[config.mk]
export PLATFORM = sky130hd
export DESIGN_NAME = kdef_key_lane
export DESIGN_NICKNAME = d
export VERILOG_FILES = /design/src/hdl/kdef_pkg.sv /design/src/hdl/kdef_key_lane.sv
export SDC_FILE = /design/constraint.sdc
export NUM_CORES = 1
export LEC_CHECK = 0
export BUFFER_PORTS_ARGS = -buffer_cell sky130_fd_sc_hd__buf_2
export CAP_MARGIN = 10
export CORE_MARGIN = 2
export CORE_UTILIZATION = 45
export DETAILED_ROUTE_END_ITERATION = 7
export HOLD_SLACK_MARGIN = 0.1
export PLACE_DENSITY = 0.7
export SETUP_SLACK_MARGIN = 0.02
export SYNTH_ARGS = -nofsm -noshare
export SYNTH_HDL_FRONTEND = slang
export SYNTH_SLANG_ARGS = --single-unit
[constraint.sdc]
create_clock -name i_clk -period 4.6 [get_ports i_clk]
set_input_delay 0.23 -clock i_clk [delete_from_list [all_inputs] [get_ports i_clk]]
set_output_delay 0.23 -clock i_clk [all_outputs]
set_load 0.005 [all_outputs]
[src/hdl/kdef_pkg.sv]
`timescale 1ns / 1ps
`default_nettype none

package kdef_pkg;

    // Fixed widths of the item fields
    localparam int PIN_COUNT   = 4;
    localparam int CODE_W      = 2;
    localparam int COUNT_W     = 5;
    localparam int DELAY_W     = 16;
    localparam int CFG_INDEX_W = 2;

    // Storage banks: one per possible push in a single tick
    localparam int BANKS       = PIN_COUNT;

    // Configuration register indexes
    localparam logic [CFG_INDEX_W-1:0] CFG_FIRST_DELAY  = 2'd0;
    localparam logic [CFG_INDEX_W-1:0] CFG_REPEAT_DELAY = 2'd1;

    // Item operation codes
    localparam logic OP_TICK = 1'b0;
    localparam logic OP_READ = 1'b1;

    localparam logic [DELAY_W-1:0] FIRST_DELAY_RST  = 16'd1;
    localparam logic [DELAY_W-1:0] REPEAT_DELAY_RST = 16'd10;

    typedef struct packed {
        logic                 operation;
        logic [PIN_COUNT-1:0] key_pins;
    } t_req;

    typedef struct packed {
        logic               read_valid;
        logic [CODE_W-1:0]  key_code;
        logic [COUNT_W-1:0] fifo_count;
        logic               overflow;
    } t_rsp;

    typedef struct packed {
        logic [CFG_INDEX_W-1:0] reg_index;
        logic [DELAY_W-1:0]     wr_data;
    } t_cfg;

    typedef struct packed {
        logic [DELAY_W-1:0] first_delay;
        logic [DELAY_W-1:0] repeat_delay;
    } t_delay_cfg;

    typedef struct packed {
        logic item;   // any request accepted
        logic read;   // accepted request is a read
    } t_fifo_ctl;

endpackage

`default_nettype wire

[src/hdl/kdef_key_lane.sv]
`timescale 1ns / 1ps
`default_nettype none

module kdef_key_lane (
    input  wire logic                  i_clk,
    input  wire logic                  i_rst_n,
    input  wire logic                  i_tick,
    input  wire logic                  i_pin_low,
    input  wire kdef_pkg::t_delay_cfg  i_delay,
    output logic                       o_push
);

    typedef enum logic [1:0] {
        ST_IDLE,
        ST_PENDING,
        ST_HELD
    } t_key_state;

    t_key_state                         r_state, n_state;
    logic [kdef_pkg::DELAY_W-1:0]       r_count, n_count;

    always_comb begin
        n_state = r_state;
        n_count = r_count;
        o_push  = 1'b0;
        if (i_tick) begin
            unique case (r_state)
                ST_IDLE: begin
                    if (i_pin_low) begin
                        n_state = ST_PENDING;
                        n_count = i_delay.first_delay;
                    end
                end
                default: begin
                    // count down; sample the pin once the timer runs out
                    if (r_count > kdef_pkg::DELAY_W'(1)) begin
                        n_count = r_count - kdef_pkg::DELAY_W'(1);
                    end else if (i_pin_low) begin
                        if (r_state == ST_PENDING) begin
                            n_state = ST_HELD;
                            o_push  = 1'b1;
                        end
                        n_count = i_delay.repeat_delay;
                    end else begin
                        n_state = ST_IDLE;
                        n_count = '0;
                    end
                end
            endcase
        end
    end

    always_ff @(posedge i_clk) begin
        if (!i_rst_n) begin
            r_state <= ST_IDLE;
            r_count <= '0;
        end else begin
            r_state <= n_state;
            r_count <= n_count;
        end
    end

endmodule

`default_nettype wire

After elaboration in Yosys (flattened, before gate mapping)
Index checks and enable logic that the tools add are counted.
Word-level totals
  register bits: 18
  bits in latches: 0
  memory bits (writable): 0
  ROM bits: 0
  logic and storage cells: 25
  memories: 0
Operators by class
  add/subtract/negate cells: 1
  multipliers: 0
  divide/modulo/power cells: 0
  $lt $le $gt $ge: 1
  equality and inequality tests: 4
  shift operators: 0
  muxes and demuxes: 14
  bitwise gates (word level): 0
  reduce and logical (&&, ||, !) cells: 3
Operators by type and width (count)
  $mux W16: 4
  $gt A16 B1 Y1 const B: 1
  $sub A16 B1 Y16 const B: 1
  $mux W2: 5
  $mux W1: 5
  $reduce_and A4 Y1: 1
  $ne A3 B1 Y1 const B: 1
  $eq A2 B1 Y1 const B: 1
  $logic_not A2 Y1: 1
  $ne A2 B1 Y1 const B: 1
  $ne A2 B2 Y1 const B: 1
  $reduce_and A2 Y1: 1

Logic depth before layout (Yosys ltp)
  word-level depth: 6
  depth in mapped cells: 8

Worst setup path before layout
No wires, ideal clock.
  path type: flip-flop to output port
  from: reg r_count[7] (netlist name)
  to: out o_push
  arrival: 2036 ps
  path slack: 2334 ps
  cell stages (with the launch flop): 7
  buffers on the path: 2
  cell sequence: dfxtp_1 -> or4_1 -> buf_2 -> or3_4 -> or2_4 -> buf_4 -> nor4_1
Between the ends
  longest elaborated chain between the ends: 4
RTL lines
  start, declared: RTL line kdef_key_lane.sv:20  | logic [kdef_pkg::DELAY_W-1:0] r_count, n_count;
  start signal, assigned: RTL line kdef_key_lane.sv:59  | r_count <= n_count;
  $gt A16 B1 Y1: RTL line kdef_key_lane.sv:36  | if (r_count > kdef_pkg::DELAY_W'(1)) begin
  $mux W1: RTL line kdef_key_lane.sv:36
  $mux W1: RTL line kdef_key_lane.sv:27  | unique case (r_state)
  $mux W1: RTL line kdef_key_lane.sv:26  | if (i_tick) begin
  end, declared: RTL line kdef_key_lane.sv:10  | output logic o_push
Every way passes these cells.

Worst setup path after layout
  from: reg r_count[7] (netlist name)
  to: reg r_count[0] (netlist name)
Between the ends
  longest elaborated chain between the ends: 3
RTL lines (RTL line)
  $gt A16 B1 Y1: kdef_key_lane.sv:36
  $mux W16: kdef_key_lane.sv:36
  $mux W16: kdef_key_lane.sv:27
Every way passes these cells.
A chain may end at the register's enable or synchronous reset.

==> key figures <==
Route
  • Via count: 1528
  • 1st-pass router iterations: 6
  • Routed WL: 3.995 mm
  • Initial DRC count: 102
  • Routed len/inst: 16.58 µm
  • Vias per cell: 6.340
  • Routed Antenna Nets: 0
  • Drt drc: 3

Synth
  • Post-synthesis compound-gate area fraction: 31.58%
  • Yosys warning total: 0
  • Most instantiated cells after synthesis: 19 x nor2_1, 18 x dfxtp_1, 18 x nand2_1
  • Cell taking the most area after synthesis: dfxtp_1
  • Mux share of post-synthesis cell area: 2.678%
  • Synth Area in XOR/XNOR: 4.524%
  • Synth top area share: 26.59%
  • Post-Syn Area: 1355 µm²
  • FFs w/ async S/R, synth: 0%
  • Dominant cell by count in the synthesized netlist: nor2_1
  • Syn Area/Cell: 7.445 µm²
  • Simple-gate share of the synthesized area: 26.59%
  • Cells after synthesis: 182
  • Seq cells post-synth: 18
  • Sequential fraction of the synthesis area: 26.59%
  • Yosys cell types: 46
  • Largest family of logic cells by synthesized area: compound AO/OA/AOI/OAI gates
  • Ys flop type: dfxtp_1
  • Number of enable flip-flop cells after synthesis: 0
  • Synth area leaders: dfxtp_1 27%, nor2_1 5.3%, nand2_1 5.0%, a21oi_1 4.4%, o21ai_0 3.3%
  • Syn nets: 220
  • Post-synthesis adder-cell area fraction: 1.847%

Critical path
  • Worst EP arrival: 2.90 ns
  • Critical Path End: r_count[0]
  • Critical path, cell by cell: or4_1 > or3_4 > nor2_1 > buf_4 > nand4_1 > a221oi_1
  • Reg-to-reg critical path endpoint: r_count[0]
  • FF-to-FF Start: r_count[7]
  • Worst setup path start: r_count[7]
  • Crit path largest cell delay: 0.63 ns
  • Crit path kind: reg -> reg
  • Req. time, crit path: 4.81 ns
  • Crit path launch type: register
  • R2r setup slk: 1.92 ns
  • Slowest-stage cell, CP: or4_1
  • Reg2Reg Depth: 6
  • Endpoint class of the critical path: register
  • Crit-path max FO: 12

Power and ir drop
  • PD cells: 317.0 nW/µm²
  • Peak supply drop: 0.0002362 V
  • P_leak: 0.0006537 µW

Clock network
  • Htree depth: 1
  • Clk sinks: 18
  • Post-CTS setup repair buffer count: 0
  • Number of CTS-inserted buffers: 3
  • Worst-case clock buffer depth: 2
  • CTS tree: built
  • Post-cts resize count: 0
  • Root Buffer Master: clkbuf_4
  • Cts hold-fix bufs: 0
  • Worst skew pair latency: 0.30 ns
  • Worst-path clk slew: 0.11 ns

Final layout
  • Util after Layout: 55.62%
  • Area grow syn2layout: 15.14%
  • ANT cells: 0
  • # fillers: 298
  • Share of cells above drive strength 1: 22.38%
  • Final nets: 249

Floorplanning
  • # rows: 19
  • Die area: 3466 µm²
  • Die Span Y: 58.88 µm
  • Initial Utilization: 48.31%
  • Placeable Area: 2805 µm²
  • Die width: 58.88 µm
  • Io pins: 37

Placement
  • DP HPWL: 2.920 mm
  • Port Buf Inserts: 36
  • Gpl congestion: 0.8743

Timing
  • Pins Over Slew Limit: 0
  • Final Skew: 0.007198 ns
  • Max Fclk: 372.6 MHz
  • Clock period minus worst slack: 2.684 ns
  • Worst hold margin: 0.2071 ns
  • Final hold violation count: 0
  • Setup Total Neg Slack: 0 ns
  • Rel. slew slack: 36.96%
  • Setup violators final: 0
  • Final period utilization: 58.35%
  • Unrepaired setup endpoints after global routing: no
  • Slew of the pin with the lowest slew margin: 0.9372 ns

Status
  • Failing checks: design-rule violations
  • Status: finished, violations left

Min path
  • Min-delay src: i_delay[26]
  • Min-delay worst type: in -> reg

Run
  • Max cap viols: 0

Global routing
  • Vias in the first global route: 1452
  • Global-route wire length before repair: 6.513 mm
  • GR Overflow Total: 0
  • Gr usage total: 24.44%
  • Largest net degree at the start of global routing: 19
  • Initial antenna violation count: 0
worst min-delay path by stage:
stage,endpoint,slack (ns),cells past startpoint
final,r_count[10],0.21,3
after global routing,r_count[2],0.22,3
after CTS,r_count[10],0.20,3
after detailed placement,r_count[10],0.52,3
after global placement,r_count[15],0.51,2
after floorplan,r_count[10],0.41,2
sequential cells by signal, indices dropped and copies added, names as in the netlist:
signal and cells:
r_state 2, r_count 16
kinds of logic (layout without fill, tap and decap cells):
group | count (synthesis) | count (layout)
adders and majority gates | 2 | 2
AOI/OAI and AO/OA | 62 | 62
muxes | 3 | 3
and+or+nand+nor | 71 | 71
xor gates and xnor gates | 7 | 7
DFF | 18 | 18
buffers and inverters | 19 | 47
critical path, delay by kind of cell (launching register included):
family | cells | cell delay [ns]
simple gates | 4 | 1.61
buf+inv | 1 | 0.29
flops | 1 | 0.39
compound gates | 1 | 0.31
layer usage:
layer | global-route usage [%] | routed length (µm) | vias up | share of wire, %
met5 | 0 | 0 | - | 0
met4 | 6.169 | 0 | 0 | 0
met3 | 4.615 | 283 | 0 | 7.1
met2 | 42.54 | 1942 | 68 | 49
met1 | 30.94 | 1768 | 705 | 44
li1 | - | - | 755 | -
per-stage QoR:
step                      area (µm²)  power (µW)  worst slack (ns)  std cells
final                           1560       494.6             1.916        241
after global routing            1560       529.1             1.702        241
after CTS                       1560       492.6             1.920        241
after detailed placement        1524       392.1             1.936        237
after global placement          1524       388.6             2.089        237
after floorplan                 1355       345.7             2.334        182
final cells by class:
cell class,instances,area [µm²],share of cell area (%)
Multi-Input combinational cell,145,910.9,58.38
Inverter,5,18.77,1.203
Sequential cell,18,360.3,23.10
Clock buffer,4,36.28,2.326
Timing Repair Buffer,38,195.2,12.51
Tap cell,31,38.79,2.486
layout by cell type (no fill, tap or decap), types with 3 or more instances in the layout:
cell,Yosys,final
and3_1,5,5
nor4_1,6,6
a22o_1,3,3
a31oi_1,6,6
nand4_1,4,4
o21ai_0,9,9
inv_1,5,5
nor3_1,4,4
nor2_1,19,19
or4_1,5,5
o311a_1,3,3
or3_1,4,4
a21oi_1,12,12
a22oi_1,3,3
clkbuf_4,0,3
dfxtp_1,18,18
xnor2_1,3,3
nand2_1,18,18
buf_2,1,36
o211ai_1,5,5
xor2_1,4,4
o22ai_1,3,3
power by group:
group | total (µW) | internal, µW | switching [µW]
combinational | 201 | 87.0 | 114
clock | 102 | 48.3 | 54.0
sequential | 191 | 170 | 20.8
total | 495 | 305 | 189
Note: power is estimated with default switching activity, not from simulation.
