**src/hdl/kdef_pkg.sv**
```systemverilog
`timescale 1ns / 1ps
`default_nettype none

package kdef_pkg;

    // Fixed widths of the item fields
    localparam int PIN_COUNT   = 4;
    localparam int CODE_W      = 2;
    localparam int COUNT_W     = 5;
    localparam int DELAY_W     = 16;
    localparam int CFG_INDEX_W = 2;

    // Storage banks: one per possible push in a single tick
    localparam int BANKS       = PIN_COUNT;

    // Configuration register indexes
    localparam logic [CFG_INDEX_W-1:0] CFG_FIRST_DELAY  = 2'd0;
    localparam logic [CFG_INDEX_W-1:0] CFG_REPEAT_DELAY = 2'd1;

    // Item operation codes
    localparam logic OP_TICK = 1'b0;
    localparam logic OP_READ = 1'b1;

    localparam logic [DELAY_W-1:0] FIRST_DELAY_RST  = 16'd1;
    localparam logic [DELAY_W-1:0] REPEAT_DELAY_RST = 16'd10;

    typedef struct packed {
        logic                 operation;
        logic [PIN_COUNT-1:0] key_pins;
    } t_req;

    typedef struct packed {
        logic               read_valid;
        logic [CODE_W-1:0]  key_code;
        logic [COUNT_W-1:0] fifo_count;
        logic               overflow;
    } t_rsp;

    typedef struct packed {
        logic [CFG_INDEX_W-1:0] reg_index;
        logic [DELAY_W-1:0]     wr_data;
    } t_cfg;

    typedef struct packed {
        logic [DELAY_W-1:0] first_delay;
        logic [DELAY_W-1:0] repeat_delay;
    } t_delay_cfg;

    typedef struct packed {
        logic item;   // any request accepted
        logic read;   // accepted request is a read
    } t_fifo_ctl;

endpackage

`default_nettype wire

```
**src/hdl/kdef_event_fifo.sv**
```systemverilog
`timescale 1ns / 1ps
`default_nettype none

module kdef_event_fifo #(
    parameter int FIFO_DEPTH = 16,
    parameter int LANES      = 4
) (
    input  wire logic                i_clk,
    input  wire logic                i_rst_n,
    input  wire kdef_pkg::t_fifo_ctl i_ctl,
    input  wire logic [LANES-1:0]    i_push,
    output kdef_pkg::t_rsp           o_stat
);

    localparam int BANKS = kdef_pkg::BANKS;
    localparam int ROWS  = (FIFO_DEPTH + BANKS - 1) / BANKS;
    localparam int RING  = ROWS * BANKS;
    localparam int PW    = $clog2(RING);
    localparam int RW    = (ROWS > 1) ? $clog2(ROWS) : 1;
    localparam int CW    = $clog2(FIFO_DEPTH + 1);

    logic [PW-1:0] r_wr, n_wr;
    logic [PW-1:0] r_rd, n_rd;
    logic [CW-1:0] r_count, n_count;
    logic          r_ovf, n_ovf;
    logic          r_pop_valid;
    logic [1:0]    r_rd_bank;

    logic                         pop;
    logic [2:0]                   rank;
    logic [PW:0]                  slot_sum;
    logic [PW-1:0]                slot;
    logic [PW:0]                  wr_sum;
    logic [PW:0]                  rd_sum;
    logic [BANKS-1:0]             bank_we;
    logic [RW-1:0]                bank_row  [BANKS];
    logic [kdef_pkg::CODE_W-1:0]  bank_code [BANKS];
    logic [kdef_pkg::CODE_W-1:0]  bank_q    [BANKS];
    logic [RW-1:0]                rd_row;

    assign pop    = i_ctl.read && (r_count != '0);
    assign rd_row = RW'(r_rd >> 2);

    // Merge: give each accepted push the next slot, lower lanes first
    always_comb begin
        rank    = '0;
        n_ovf   = r_ovf;
        bank_we = '0;
        slot_sum = '0;
        slot    = '0;
        for (int b = 0; b < BANKS; b++) begin
            bank_row[b]  = '0;
            bank_code[b] = '0;
        end
        for (int i = 0; i < LANES; i++) begin
            if (i_push[i]) begin
                if ((CW+1)'(r_count) + (CW+1)'(rank) < (CW+1)'(FIFO_DEPTH)) begin
                    slot_sum = (PW+1)'(r_wr) + (PW+1)'(rank);
                    if (slot_sum >= (PW+1)'(RING)) begin
                        slot_sum = slot_sum - (PW+1)'(RING);
                    end
                    slot = slot_sum[PW-1:0];
                    bank_we[slot[1:0]]   = 1'b1;
                    bank_row[slot[1:0]]  = RW'(slot >> 2);
                    bank_code[slot[1:0]] = kdef_pkg::CODE_W'(i);
                    rank = rank + 3'd1;
                end else begin
                    n_ovf = 1'b1;
                end
            end
        end
    end

    always_comb begin
        wr_sum = (PW+1)'(r_wr) + (PW+1)'(rank);
        if (wr_sum >= (PW+1)'(RING)) begin
            wr_sum = wr_sum - (PW+1)'(RING);
        end
        n_wr = wr_sum[PW-1:0];

        rd_sum = (PW+1)'(r_rd) + (PW+1)'(pop);
        if (rd_sum >= (PW+1)'(RING)) begin
            rd_sum = '0;
        end
        n_rd = rd_sum[PW-1:0];

        n_count = r_count + CW'(rank) - CW'(pop);
    end

    always_ff @(posedge i_clk) begin
        if (!i_rst_n) begin
            r_wr        <= '0;
            r_rd        <= '0;
            r_count     <= '0;
            r_ovf       <= 1'b0;
            r_pop_valid <= 1'b0;
        end else if (i_ctl.item) begin
            r_wr        <= n_wr;
            r_rd        <= n_rd;
            r_count     <= n_count;
            r_ovf       <= n_ovf;
            r_pop_valid <= pop;
        end
    end

    always_ff @(posedge i_clk) begin
        if (pop) begin
            r_rd_bank <= r_rd[1:0];
        end
    end

    for (genvar b = 0; b < BANKS; b++) begin : g_bank
        logic [kdef_pkg::CODE_W-1:0] r_mem [ROWS];
        logic [kdef_pkg::CODE_W-1:0] r_q;

        always_ff @(posedge i_clk) begin
            if (bank_we[b]) begin
                r_mem[bank_row[b]] <= bank_code[b];
            end
            if (pop) begin
                r_q <= r_mem[rd_row];
            end
        end

        assign bank_q[b] = r_q;
    end

    assign o_stat.read_valid = r_pop_valid;
    assign o_stat.key_code   = r_pop_valid ? bank_q[r_rd_bank] : '0;
    assign o_stat.fifo_count = kdef_pkg::COUNT_W'(r_count);
    assign o_stat.overflow   = r_ovf;

endmodule

`default_nettype wire

```
**config.mk**
```make
export PLATFORM = sky130hd
export DESIGN_NAME = kdef_event_fifo
export DESIGN_NICKNAME = d
export VERILOG_FILES = /design/src/hdl/kdef_pkg.sv /design/src/hdl/kdef_event_fifo.sv
export SDC_FILE = /design/constraint.sdc
export NUM_CORES = 1
export LEC_CHECK = 0
export BUFFER_PORTS_ARGS = -buffer_cell sky130_fd_sc_hd__buf_4
export CORE_UTILIZATION = 55
export CTS_CLUSTER_SIZE = 25
export DETAILED_ROUTE_END_ITERATION = 8
export PLACE_DENSITY = 0.72
export SYNTH_ARGS = -nofsm -noshare
export SYNTH_HDL_FRONTEND = slang
export SYNTH_SLANG_ARGS = --single-unit
```
**constraint.sdc**
```tcl
create_clock -name i_clk -period 7.5 [get_ports i_clk]
set_clock_uncertainty 0.15 [all_clocks]
set_input_delay 1.5 -clock i_clk [delete_from_list [all_inputs] [get_ports i_clk]]
set_output_delay 1.5 -clock i_clk [all_outputs]
set_load 0.01 [all_outputs]
```
# Word level (Yosys, flattened, before mapping)
# Memory sizes are Yosys's and may differ from the RTL's. A register that Yosys moved wholly into a read port is not among the register bits.
# Cells that the tools add are included.
# W data, S select, Z words.
[classes]
add_sub_neg = 18
n_lt_le_gt_ge = 27
muxes = 83
bitwise_logic = 13
reduce_logical = 10
[ops]
columns = ["cell", "count"]
rows = [
  ["$mux W8", 12],
  ["$mux W4", 22],
  ["$ge A5 B5 Y1 const B", 5],
  ["$bwmux W8", 3],
  ["$mux W1", 21],
  ["$mux W3", 7],
  ["$add A4 B3 Y5", 4],
  ["$sub A4 B1 Y4 const B", 5],
  ["$add A5 B3 Y6", 3],
  ["$lt A6 B5 Y1 const B", 3],
  ["$demux W2 S2", 4],
  ["$or A4 B4 Y4", 4],
  ["$ge A3 B3 Y1 const B", 5],
  ["$not A2 Y3", 5],
  ["$mux W2", 7],
  ["$mux W7", 2],
  ["$lt A2 B3 Y1 const B", 4],
  ["$lt A3 B1 Y1 const B", 4],
  ["$add A3 B1 Y3 const B", 3],
  ["$logic_and A1 B1 Y1", 9],
  ["$and A8 B8 Y8", 1],
  ["$demux W1 S2", 4],
  ["$ge A2 B1 Y1 const B", 4],
  ["$or A8 B8 Y8", 1],
  ["other kinds (9)", 9],
]
[word_totals]
regBits = 17
mem_bits_rw = 32
inputBits = 8
output_inout_bits = 9
elab_cells = 161
n_memories = 4
[memory_table]
columns = ["memory", "words", "word_bits", "read_ports", "rd_ports_with_merged_regs", "write_ports", "line", "rtl"]
rows = [
  ["g_bank[0].r_mem", 4, 2, 1, 1, 1, "kdef_event_fifo.sv:113", "logic [kdef_pkg::CODE_W-1:0] r_mem [ROWS];"],
  ["g_bank[1].r_mem", 4, 2, 1, 1, 1, "kdef_event_fifo.sv:113", ""],
  ["g_bank[2].r_mem", 4, 2, 1, 1, 1, "kdef_event_fifo.sv:113", ""],
  ["g_bank[3].r_mem", 4, 2, 1, 1, 1, "kdef_event_fifo.sv:113", ""],
]

# Longest topological paths before layout
# Gate-level depths: netlist of run 1.
[logic_depth]
ltp_word = 25
depth_mapped = 30
mapped_depth_nobuf = 29

# Least setup slack after synthesis of run 1
# OpenSTA, ideal clock, no wires.
[synth_path]
kind = "input to register"
from = "in i_push[0]"
to = "reg r_count[4]"
setup_time_ps = 116
t_arrival_ps = 6563
required_time_ps = 7234
path_slack_ps = 671
stages = 27
n_path_buf = 1
cell_sequence = "nand3_1 o21bai_1 inv_1 ha_1 and2_1 ha_1 a21o_1 o211ai_2 o21ai_4 nand2_1 mux2_2 ha_1 nand4_1 a211o_1 and3_1 buf_6 o31a_4 xnor2_1 ha_1 inv_1 ha_1 fa_1 a21o_1 a21oi_1 xnor2_1 nand2_1 o211a_1"
[synth_via]
elab_chain_len = 15
word_cells_on_any_way = 18
classes_between = "add/sub (8); order compare (3); mux (7)"
[synth_lines]
columns = ["element", "line", "rtl"]
rows = [
  ["from (decl)", "kdef_event_fifo.sv:11", "input wire logic [LANES-1:0] i_push,"],
  ["$mux W3 (*)", "kdef_event_fifo.sv:56", "if (i_push[i]) begin"],
  ["$add A5 B3 Y6", "kdef_event_fifo.sv:57", "if ((CW+1)'(r_count) + (CW+1)'(rank) < (CW+1)'(FIFO_DEPTH)) begin"],
  ["$lt A6 B5 Y1", "kdef_event_fifo.sv:57", ""],
  ["$mux W3", "kdef_event_fifo.sv:57", ""],
  ["$mux W3 (*)", "kdef_event_fifo.sv:56", ""],
  ["$add A5 B3 Y6", "kdef_event_fifo.sv:57", ""],
  ["$lt A6 B5 Y1", "kdef_event_fifo.sv:57", ""],
  ["$mux W3", "kdef_event_fifo.sv:57", ""],
  ["$mux W3 (*)", "kdef_event_fifo.sv:56", ""],
  ["$add A5 B3 Y6", "kdef_event_fifo.sv:57", ""],
  ["$lt A6 B5 Y1", "kdef_event_fifo.sv:57", ""],
  ["$mux W3", "kdef_event_fifo.sv:57", ""],
  ["$mux W3 (*)", "kdef_event_fifo.sv:56", ""],
  ["$add A5 B3 Y5 (*)", "kdef_event_fifo.sv:87", "n_count = r_count + CW'(rank) - CW'(pop);"],
  ["$sub A5 B1 Y5 (*)", "kdef_event_fifo.sv:87", ""],
  ["to (signal assigned)", "kdef_event_fifo.sv:100", "r_count <= n_count;"],
  ["to (decl)", "kdef_event_fifo.sv:24", "logic [CW-1:0] r_count, n_count;"],
]
# Mark *: on every way between the ends. The rest lies on a longest branch, timed or not.
# A chain may end at the register's enable or synchronous reset.

# Worst setup path in the final report of run 1
# Same ends and word-level chain as after synthesis.

==> qor.log, run 1 <==
INFO  synthesis      syn_avg_cell_area=11.2um2
INFO  routing        via_count=2953
INFO  sta            max_slew_headroom=34.5%
INFO  power_and_ir_drop seq_power_share=29.7%
INFO  clock_tree     tritoncts.num_buffers=9
INFO  final_layout   final_design_area_no_fill=4670um2
INFO  synthesis      synthesized_nets=416
INFO  floorplan      initial_utilization=57.7%
INFO  clock_tree     post-cts-setup-buffers=0
INFO  power_and_ir_drop power.share.switching=39.1%
INFO  final_layout   fillCellCount=584
INFO  power_and_ir_drop internal-power=0.00115W
INFO  synthesis      synthDistinctLibCells=59
INFO  synthesis      yosys.area_share.simple=12.7%
INFO  synthesis      netlist_area=4250um2
INFO  power_and_ir_drop p_sw=0.000739W
INFO  synthesis      ys_async_sr_fraction=0%
INFO  global_route   grt_first_pass_wirelength=14.2mm
INFO  critical_path  critical_path_class=input port to register
INFO  routing        ant_nets=0
INFO  power_and_ir_drop finalPower=0.00189W
INFO  synthesis      netlist_top_cells_area=sky130_fd_sc_hd__edfxtp_1 30%, sky130_fd_sc_hd__mux2i_1 9.2%, sky130_fd_sc_hd__ha_1 7.7%
INFO  sta            worstMarginPinSlew=979ps
INFO  clock_tree     ctsHoldBuffers=0
INFO  critical_path  worst_setup_path_start_kind=input port
INFO  global_route   grt_antenna_before_repair=0
INFO  placement      io_buffer_count=16
INFO  placement      detailed_place.area=4420um2
INFO  synthesis      ys_warn_count=0
INFO  final_layout   antennaDiodeCount=0
INFO  power_and_ir_drop vdd_drop_max=0.351mV
INFO  sta            max_freq=147MHz
INFO  synthesis      ys_ff_latch=57
INFO  global_route   groute.usage.overall=22.5%
INFO  routing        totalWireLength=8.48mm
INFO  synthesis      yosysTopAreaCellShare=29.7%
INFO  final_layout   syn_to_final_growth=9.98%
INFO  clock_tree     clockRootBuffer=sky130_fd_sc_hd__clkbuf_8
INFO  critical_path  critical_path_arrival=6910ps
INFO  floorplan      rows=31
INFO  final_layout   layout_utilization=63.4%
INFO  status         run_status=complete, no violations
INFO  clock_tree     worst_skew_pair.late_latency=340ps
INFO  routing        detail_route.vias_per_cell=5.98
INFO  synthesis      synth-edff-count=42
INFO  critical_path  critical_path.endpoint_type=register
INFO  synthesis      yosysMostFrequentCell=sky130_fd_sc_hd__edfxtp_1
INFO  sta            grt_setup_unrepaired=false
INFO  routing        route.detailed.drc=0
INFO  placement      detailedPlacementHpwl=6.49mm
INFO  critical_path  cp.required=7590ps
INFO  floorplan      ios=17
INFO  final_layout   drive_gt1_share=16.7%
INFO  routing        drt_pre_antenna_iters=4
INFO  floorplan      fp.dieH=89.9um
INFO  final_layout   design.final.nets=428
INFO  clock_tree     tritoncts=done
INFO  sta            hold_violations=0
INFO  sta            final-max-slew-violation-count=0
INFO  power_and_ir_drop p_per_area=404nW/um2
INFO  synthesis      synth_sequential_area_ratio=36.7%
INFO  power_and_ir_drop comb_power_share=51.3%
INFO  synthesis      synth_top_family_by_area=compound AO/OA/AOI/OAI gates
INFO  routing        drtIter0Drc=161
INFO  sta            layout_worst_path_cycle_share=91.0%
INFO  power_and_ir_drop clock_power_share=19.0%
INFO  clock_tree     clock_pin_slew_on_the_worst_setup_and_hold_paths=70ps
INFO  sta            setup_viol=0
INFO  floorplan      design.die.area=8080um2
INFO  synthesis      synth_flop_cell=sky130_fd_sc_hd__edfxtp_1
INFO  critical_path  critPathMaxFanout=8
INFO  floorplan      fp.dieW=89.9um
INFO  synthesis      synth-compound-area-share=17.5%
INFO  global_route   grt_start_max_net_pins=22
INFO  global_route   grt_pass1_vias=2887
INFO  global_route   grt.overflow.total=0
INFO  sta            finalSetupTns=0ps
INFO  clock_tree     post_cts_resized=0
INFO  clock_tree     max-clock-path-buffers=2
INFO  synthesis      synth_area_in_adders=9.54%
INFO  sta            final.min_clock_period=6820ps
INFO  floorplan      placeableCoreArea=7370um2
INFO  synthesis      synthCells=378
INFO  synthesis      synth_area_leader_cell=sky130_fd_sc_hd__edfxtp_1
INFO  synthesis      synth_mux_area_share=16.2%
INFO  flow_run       maxCapViolCount=0
INFO  clock_tree     tritoncts_num_sinks=57
INFO  synthesis      synth_xor_xnor_area_share=3.50%
INFO  clock_tree     htree_num_levels=3
INFO  placement      gp_congestion=0.868
INFO  hold_path      hold_class=register to register
INFO  power_and_ir_drop leakagePower=1.93nW
INFO  synthesis      post_synth_most_frequent_cells=42 x sky130_fd_sc_hd__edfxtp_1, 39 x sky130_fd_sc_hd__mux2i_1, 26 x sky130_fd_sc_hd__ha_1, 26 x sky130_fd_sc_hd__o211ai_1, 24 x sky130_fd_sc_hd__nand2_1
INFO  routing        route.detailed.wl_per_inst=17.2um
## sequential cells by signal, indices dropped and copies added, names as in the netlist
name and count:
r_rd 4, r_rd_bank 2, g_bank.r_mem 32, r_wr 4, r_pop_valid 1, r_count 5, g_bank.r_q 8, r_ovf 1
## power groups by stage
stage	clock (W)	sequential (W)	combinational (W)
after floorplan	0	0.000537	0.000783
after global placement	0	0.000563	0.000940
after detailed placement	0	0.000569	0.000959
after CTS	0.000364	0.000563	0.000966
after global routing	0.000380	0.000573	0.00108
final	0.000360	0.000561	0.000968
## cell usage in the layout, fill, tap and decap left out, types with 6 or more instances in the layout
master,n
sky130_fd_sc_hd__buf_4,19
sky130_fd_sc_hd__xnor2_1,13
sky130_fd_sc_hd__nand2_1,24
sky130_fd_sc_hd__a21boi_0,6
sky130_fd_sc_hd__a21o_1,6
sky130_fd_sc_hd__mux4_2,10
sky130_fd_sc_hd__nor2_1,19
sky130_fd_sc_hd__edfxtp_1,42
sky130_fd_sc_hd__clkbuf_8,12
sky130_fd_sc_hd__nand3_1,8
sky130_fd_sc_hd__dfxtp_1,15
sky130_fd_sc_hd__nor2b_1,12
sky130_fd_sc_hd__o211ai_1,26
sky130_fd_sc_hd__a21oi_1,11
sky130_fd_sc_hd__mux2i_1,39
sky130_fd_sc_hd__and2_1,7
sky130_fd_sc_hd__ha_1,26
sky130_fd_sc_hd__inv_1,17
sky130_fd_sc_hd__o21a_1,7
## final timing paths
| path | from | to | slack [ps] | cells after the start |
|---|---|---|---|---|
| max | i_push[0] | r_count[4] | 680 | 27 |
| min | r_rd[0] | r_rd_bank[0] | 320 | 0 |
| max reg2reg | r_count[4] | r_count[4] | 980 | 27 |
| min reg2reg | r_rd[0] | r_rd_bank[0] | 320 | 0 |
## logic make-up after synthesis
| family | after synthesis |
|---|---|
| flip-flops | 57 |
| AO/OA/AOI/OAI | 88 |
| XOR/XNOR | 17 |
| adder cells (fa/ha/maj) | 30 |
| buffers and inverters | 35 |
| AND/OR/NAND/NOR | 96 |
| multiplexers | 55 |
## final cells by class
cell class / count / area [um2] / area share, %
clock buffers: 13 / 190 / 4.07
clock inverters: 3 / 67.6 / 1.45
inverters: 17 / 63.8 / 1.37
multi-input cells: 286 / 2520 / 54.0
flip-flops and latches: 57 / 1560 / 33.4
well taps: 99 / 124 / 2.65
repair buffers: 19 / 143 / 3.05
## critical path: stages
cell	delay [ps]
sky130_fd_sc_hd__buf_4	100
sky130_fd_sc_hd__nand3_1	110
sky130_fd_sc_hd__o21bai_1	330
sky130_fd_sc_hd__inv_1	80
sky130_fd_sc_hd__ha_1	180
sky130_fd_sc_hd__and2_1	220
sky130_fd_sc_hd__ha_1	290
sky130_fd_sc_hd__a21o_1	170
sky130_fd_sc_hd__o211ai_2	140
sky130_fd_sc_hd__o21ai_4	260
sky130_fd_sc_hd__nand2_1	160
sky130_fd_sc_hd__mux2_2	370
sky130_fd_sc_hd__ha_1	310
sky130_fd_sc_hd__nand4_1	100
sky130_fd_sc_hd__a211o_1	280
sky130_fd_sc_hd__and3_1	190
sky130_fd_sc_hd__o31a_4	390
sky130_fd_sc_hd__xnor2_1	140
sky130_fd_sc_hd__ha_1	270
sky130_fd_sc_hd__inv_1	40
sky130_fd_sc_hd__ha_1	200
sky130_fd_sc_hd__fa_1	400
sky130_fd_sc_hd__a21o_1	190
sky130_fd_sc_hd__a21oi_1	170
sky130_fd_sc_hd__xnor2_1	130
sky130_fd_sc_hd__nand2_1	60
sky130_fd_sc_hd__o211a_1	110
## metrics by stage
step                      instances  hold WS, ps  setup WS (ps)
after floorplan                 378          288            671
after global placement          478          301            478
after detailed placement        478          312            358
after CTS                       494          326            711
after global routing            494          344            342
final                           494          322            675
## metal layers
layer  track usage [%]  up-vias  wire length [um]
met2              36.9       66              4120
met5                 0        -                 0
met4              7.26        0               117
li1                  -     1470                 -
met3              4.74       14               291
met1              29.7     1403              3950
Power figures use the tool's default switching activity.
==> run 2, diff against run 1 <==
CORE_MARGIN = 2   (was unset)
==> run 2 against run 1 <==
  * Sequential share of layout area is 0.25 points higher
  * Fmax is 0.20% lower
  * Highest routed layer unchanged
  * Wire length is 1.9% higher
  * First-iteration DRC count is 27% higher
  * Clock-buffer cell count is 3 lower
  * Critical path type unchanged
==> qor.log, run 2 (synthesized netlist as in run 1, its figures left out) <==
INFO  power_and_ir_drop leakagePower=1.92nW
INFO  global_route   grt_start_max_net_pins=22
INFO  global_route   global_route.usage.met1=27.8%
INFO  placement      gp_congestion=0.904
INFO  routing        detail_route.vias_per_cell=5.94
INFO  power_and_ir_drop p_sw=0.000739W
INFO  final_layout   layout.cells.most_common_list=42 x sky130_fd_sc_hd__edfxtp_1, 39 x sky130_fd_sc_hd__mux2i_1, 26 x sky130_fd_sc_hd__o211ai_1, 26 x sky130_fd_sc_hd__ha_1, 24 x sky130_fd_sc_hd__nand2_1
INFO  critical_path  critical_path_arrival=6930ps
INFO  critical_path  most_used_cell_along_the_critical_path=sky130_fd_sc_hd__ha_1
INFO  routing        route.detailed.drc=0
INFO  placement      detailedPlacementHpwl=6.66mm
INFO  routing        ant_nets=0
INFO  floorplan      ios=17
INFO  global_route   grt_pass1_vias=2961
INFO  power_and_ir_drop internal-power=0.00111W
INFO  clock_tree     post-cts-setup-buffers=0
INFO  power_and_ir_drop vdd_drop_max=0.345mV
INFO  clock_tree     max-clock-path-buffers=2
INFO  status         run_status=complete, no violations
INFO  routing        totalWireLength=8.64mm
INFO  sta            final.min_clock_period=6840ps
INFO  final_layout   syn_to_final_growth=9.16%
INFO  global_route   global_route.peak_usage_layer=met2
INFO  power_and_ir_drop finalPower=0.00185W
INFO  power_and_ir_drop power.share.switching=40.0%
INFO  final_layout   drive_gt1_share=16.5%
INFO  floorplan      rows=32
INFO  final_layout   design.final.nets=428
INFO  sta            worstMarginPinSlew=993ps
INFO  critical_path  regToRegSetupSlack=970ps
INFO  sta            max_freq=146MHz
INFO  hold_path      hold_class=register to register
INFO  global_route   groute.usage.overall=22.2%
INFO  critical_path  cpMaxStageDelayCell=sky130_fd_sc_hd__fa_1
INFO  placement      io_buffer_count=16
INFO  sta            final-max-slew-violation-count=0
INFO  clock_tree     clock_pin_slew_on_the_worst_setup_and_hold_paths=70ps
INFO  power_and_ir_drop p_per_area=398nW/um2
INFO  routing        route.detailed.wl_per_inst=17.4um
INFO  global_route   grt_first_pass_wirelength=14.6mm
INFO  sta            grt_setup_unrepaired=false
INFO  global_route   grt.overflow.total=0
INFO  routing        via_count=2953
INFO  critical_path  critical-path-max-stage-delay=410ps
INFO  floorplan      fp.dieW=91.9um
INFO  floorplan      design.die.area=8440um2
INFO  global_route   gr-usage-met2=39.2%
INFO  final_layout   antennaDiodeCount=0
INFO  critical_path  critical_path_class=input port to register
INFO  power_and_ir_drop clock_power_share=17.3%
INFO  sta            max_slew_headroom=33.6%
INFO  power_and_ir_drop comb_power_share=52.4%
INFO  clock_tree     ctsHoldBuffers=0
INFO  global_route   grt_antenna_before_repair=0
INFO  floorplan      initial_utilization=55.9%
INFO  floorplan      fp.dieH=91.9um
INFO  power_and_ir_drop seq_power_share=30.3%
INFO  sta            setup_viol=0
INFO  clock_tree     tritoncts=done
INFO  sta            layout_worst_path_cycle_share=91.2%
INFO  critical_path  critPathMaxFanout=8
INFO  routing        drt_pre_antenna_iters=5
INFO  final_layout   final_common_cell=sky130_fd_sc_hd__edfxtp_1
INFO  final_layout   layout_utilization=61.0%
INFO  sta            finalSetupTns=0ps
INFO  clock_tree     clockRootBuffer=sky130_fd_sc_hd__clkbuf_8
INFO  floorplan      placeableCoreArea=7610um2
INFO  critical_path  critical_path.endpoint_type=register
INFO  flow_run       maxCapViolCount=0
INFO  clock_tree     htree_num_levels=3
INFO  critical_path  cp.required=7590ps
INFO  clock_tree     worst_skew_pair.late_latency=340ps
INFO  critical_path  worst_setup_path_start_kind=input port
INFO  clock_tree     tritoncts_num_sinks=57
INFO  sta            hold_violations=0
INFO  final_layout   largest_reg_flops=32
INFO  clock_tree     post_cts_resized=0
INFO  clock_tree     tritoncts.num_buffers=9
INFO  routing        drtIter0Drc=204
INFO  global_route   groute.layer.met3.usage=3.94%
==> run 2: final timing paths <==
path	start	to	depth (start not counted)
max reg2reg	r_count[4]	r_count[4]	27
max	i_push[0]	r_count[4]	27
min reg2reg	r_rd[0]	r_rd_bank[0]	0
min	r_rd[0]	r_rd_bank[0]	0
==> run 2: area by class of cell <==
type                    instances  area, um2
inverters                      17       63.8
repair buffers                 19        143
well taps                     102        128
clock buffers                  10        138
multi-input cells             286       2520
fillers                       625       2970
flip-flops and latches         57       1560
clock inverters                 6       81.3
==> run 2: power by group through the flow <==
stage               clock (W)  sequential (W)  combinational [W]
finish               0.000320        0.000560           0.000969
global route         0.000342        0.000571            0.00108
CTS                  0.000325        0.000562           0.000972
detailed placement          0        0.000568           0.000964
global placement            0        0.000563           0.000940
floorplan                   0        0.000537           0.000783
==> run 2: metrics by stage <==
| step | cell area (um2) | cells | hold WS, ps | worst slack (ps) |
|---|---|---|---|---|
| 2_1_floorplan | 4250 | 378 | 288 | 671 |
| 3_3_place_gp | 4420 | 481 | 299 | 479 |
| 3_5_place_dp | 4420 | 481 | 306 | 305 |
| 4_1_cts | 4640 | 497 | 324 | 669 |
| 5_1_grt | 4640 | 497 | 333 | 198 |
| 6_report | 4640 | 497 | 325 | 662 |
==> run 2: layer usage <==
| layer | vias up | wire length (um) |
|---|---|---|
| met4 | 0 | 123 |
| met3 | 12 | 260 |
| li1 | 1463 | - |
| met1 | 1417 | 3900 |
| met2 | 61 | 4360 |
| met5 | - | 0 |
==> run 2: worst max-delay path, delay by kind of cell <==
kind | cells | cell delay (ps)
AO/OA/AOI/OAI | 9 | 2050
XOR/XNOR | 2 | 260
adder cells (fa/ha/maj) | 6 | 1680
buffers and inverters | 3 | 220
multiplexers | 1 | 370
AND/OR/NAND/NOR | 6 | 840
==> run 3, diff against run 2 <==
clock period = 8.6 ns   (was 7.5 ns; I/O delays follow)
==> run 3 against run 2 <==
  * Wire length shrank 1.1%
  * Worst hold slack gained 2.1 ps
  * Non-clock buffer count shrank 1
  * Largest power group unchanged
==> qor.log, run 3 (synthesized netlist as in run 1, its figures left out) <==
INFO  global_route   grt_pass1_vias=2955
INFO  final_layout   largest_reg_flops=32
INFO  routing        drtIter0Drc=126
INFO  sta            max_slew_headroom=30.4%
INFO  status         run_status=complete, no violations
INFO  sta            worstMarginPinSlew=1040ps
INFO  clock_tree     post_cts_resized=0
INFO  sta            max_freq=137MHz
INFO  routing        ant_nets=0
INFO  global_route   grt_start_max_net_pins=22
INFO  clock_tree     post-cts-setup-buffers=0
INFO  critical_path  critical_path.endpoint_type=register
INFO  critical_path  critical_path_class=input port to register
INFO  final_layout   layout_utilization=60.5%
INFO  final_layout   register_area=1560um2
INFO  final_layout   syn_to_final_growth=8.33%
INFO  flow_run       maxCapViolCount=0
INFO  critical_path  cp.required=8690ps
INFO  global_route   groute.usage.overall=22.3%
INFO  routing        route.detailed.drc=0
INFO  critical_path  critPathMaxFanout=8
INFO  final_layout   final_common_cell=sky130_fd_sc_hd__edfxtp_1
INFO  routing        route.detailed.wl_per_inst=17.2um
INFO  floorplan      design.die.area=8440um2
INFO  floorplan      fp.dieH=91.9um
INFO  floorplan      rows=32
INFO  placement      gp_congestion=0.883
INFO  clock_tree     tritoncts.num_buffers=9
INFO  floorplan      fp.dieW=91.9um
INFO  clock_tree     ctsHoldBuffers=0
INFO  final_layout   drive_gt1_share=16.2%
INFO  floorplan      placeableCoreArea=7610um2
INFO  final_layout   fillCellCount=650
INFO  routing        detail_route.vias_per_cell=5.97
INFO  critical_path  critical_path_arrival=7400ps
INFO  routing        via_count=2959
INFO  floorplan      ios=17
INFO  sta            hold_violations=0
INFO  hold_path      hold_class=register to register
INFO  sta            grt_setup_unrepaired=false
INFO  global_route   grt.overflow.total=0
INFO  final_layout   multiInputGateArea=2520um2
INFO  global_route   grt_first_pass_wirelength=14.8mm
INFO  sta            layout_worst_path_cycle_share=85.1%
INFO  final_layout   final_design_area_no_fill=4600um2
INFO  clock_tree     htree_num_levels=3
INFO  power_and_ir_drop vdd_drop_max=0.285mV
INFO  sta            final-max-slew-violation-count=0
INFO  final_layout   antennaDiodeCount=0
INFO  final_layout   design.final.nets=427
INFO  routing        drt_pre_antenna_iters=4
INFO  floorplan      initial_utilization=55.9%
INFO  placement      post-place-ws=951ps
INFO  clock_tree     clock_pin_slew_on_the_worst_setup_and_hold_paths=70ps
INFO  clock_tree     clockRootBuffer=sky130_fd_sc_hd__clkbuf_8
INFO  placement      io_buffer_count=16
INFO  placement      detailedPlacementHpwl=6.71mm
INFO  global_route   grt_antenna_before_repair=0
INFO  sta            setup_viol=0
INFO  clock_tree     max-clock-path-buffers=2
INFO  critical_path  worst_setup_path_start_kind=input port
INFO  routing        totalWireLength=8.55mm
INFO  clock_tree     worst_skew_pair.late_latency=340ps
INFO  sta            final.setup.worst_slack=1290ps
INFO  sta            finalSetupTns=0ps
INFO  power_and_ir_drop p_per_area=339nW/um2
INFO  power_and_ir_drop leakagePower=1.89nW
INFO  placement      detailed_place.area=4410um2
INFO  sta            final.min_clock_period=7310ps
INFO  clock_tree     tritoncts_num_sinks=57
INFO  clock_tree     tritoncts=done
INFO  final_layout   layout.cells.most_common_list=42 x sky130_fd_sc_hd__edfxtp_1, 39 x sky130_fd_sc_hd__mux2i_1, 26 x sky130_fd_sc_hd__o211ai_1, 26 x sky130_fd_sc_hd__ha_1, 24 x sky130_fd_sc_hd__nand2_1
run 3: cell count changes in the layout (fill, tap and decap cells not counted):
cell,delta
sky130_fd_sc_hd__bufinv_16,-2
sky130_fd_sc_hd__clkbuf_1,+1
sky130_fd_sc_hd__clkinv_1,-1
sky130_fd_sc_hd__clkinvlp_4,+1
sky130_fd_sc_hd__clkbuf_16,+1
sky130_fd_sc_hd__buf_4,-1
run 3: layer usage:
metal,wire (um),up-vias,global-route usage (%)
met1,3870,1414,29.6
li1,-,1466,-
met2,4270,62,36.8
met3,243,17,4.03
met4,164,0,7.96
met5,0,-,0
run 3: worst paths after layout:
check	slack [ps]	startpoint	to	cells after the start
max	1290	i_push[0]	r_count[4]	27
min reg2reg	330	r_rd[0]	r_rd_bank[0]	0
min	330	r_rd[0]	r_rd_bank[0]	0
max reg2reg	1810	r_count[4]	r_count[4]	27
run 3: worst max-delay path, cell delays in order:
cell                       delay (ps)
sky130_fd_sc_hd__buf_4            100
sky130_fd_sc_hd__nand3_1          110
sky130_fd_sc_hd__o21bai_1         340
sky130_fd_sc_hd__inv_1             80
sky130_fd_sc_hd__ha_1             180
sky130_fd_sc_hd__and2_1           220
sky130_fd_sc_hd__ha_1             300
sky130_fd_sc_hd__a21o_1           160
sky130_fd_sc_hd__o211ai_2         140
sky130_fd_sc_hd__o21ai_4          270
sky130_fd_sc_hd__nand2_1          170
sky130_fd_sc_hd__mux2_2           370
sky130_fd_sc_hd__ha_1             320
sky130_fd_sc_hd__nand4_1          120
sky130_fd_sc_hd__a211o_1          300
sky130_fd_sc_hd__and3_1           340
sky130_fd_sc_hd__o31a_4           450
sky130_fd_sc_hd__xnor2_1          140
sky130_fd_sc_hd__ha_1             270
sky130_fd_sc_hd__inv_1             40
sky130_fd_sc_hd__ha_1             190
sky130_fd_sc_hd__fa_1             410
sky130_fd_sc_hd__a21o_1           190
sky130_fd_sc_hd__a21oi_1          160
sky130_fd_sc_hd__xnor2_1          130
sky130_fd_sc_hd__nand2_1           60
sky130_fd_sc_hd__o211a_1          110
run 3: through the flow:
| stage | hold WS (ps) | power [W] | cells |
|---|---|---|---|
| 3_3_place_gp | 302 | 0.00130 | 480 |
| 4_1_cts | 328 | 0.00157 | 496 |
| 3_5_place_dp | 311 | 0.00133 | 480 |
| 2_1_floorplan | 288 | 0.00115 | 378 |
| 5_1_grt | 341 | 0.00170 | 496 |
| 6_report | 327 | 0.00156 | 496 |
run 3: final cells by class:
cell class | instances | share of cell area (%)
clock inverters | 4 | 0.544
inverters | 17 | 1.39
well taps | 102 | 2.77
repair buffers | 18 | 2.94
flip-flops and latches | 57 | 33.9
clock buffers | 12 | 3.62
multi-input cells | 286 | 54.8
run 3: power breakdown:
| group | switching (W) | internal, W | leakage (nW) | total (W) |
|---|---|---|---|---|
| Clock | 0.000106 | 0.000129 | 0.0935 | 0.000234 |
| Sequential | 0.0000609 | 0.000428 | 0.519 | 0.000489 |
| Combinational | 0.000469 | 0.000367 | 1.28 | 0.000836 |
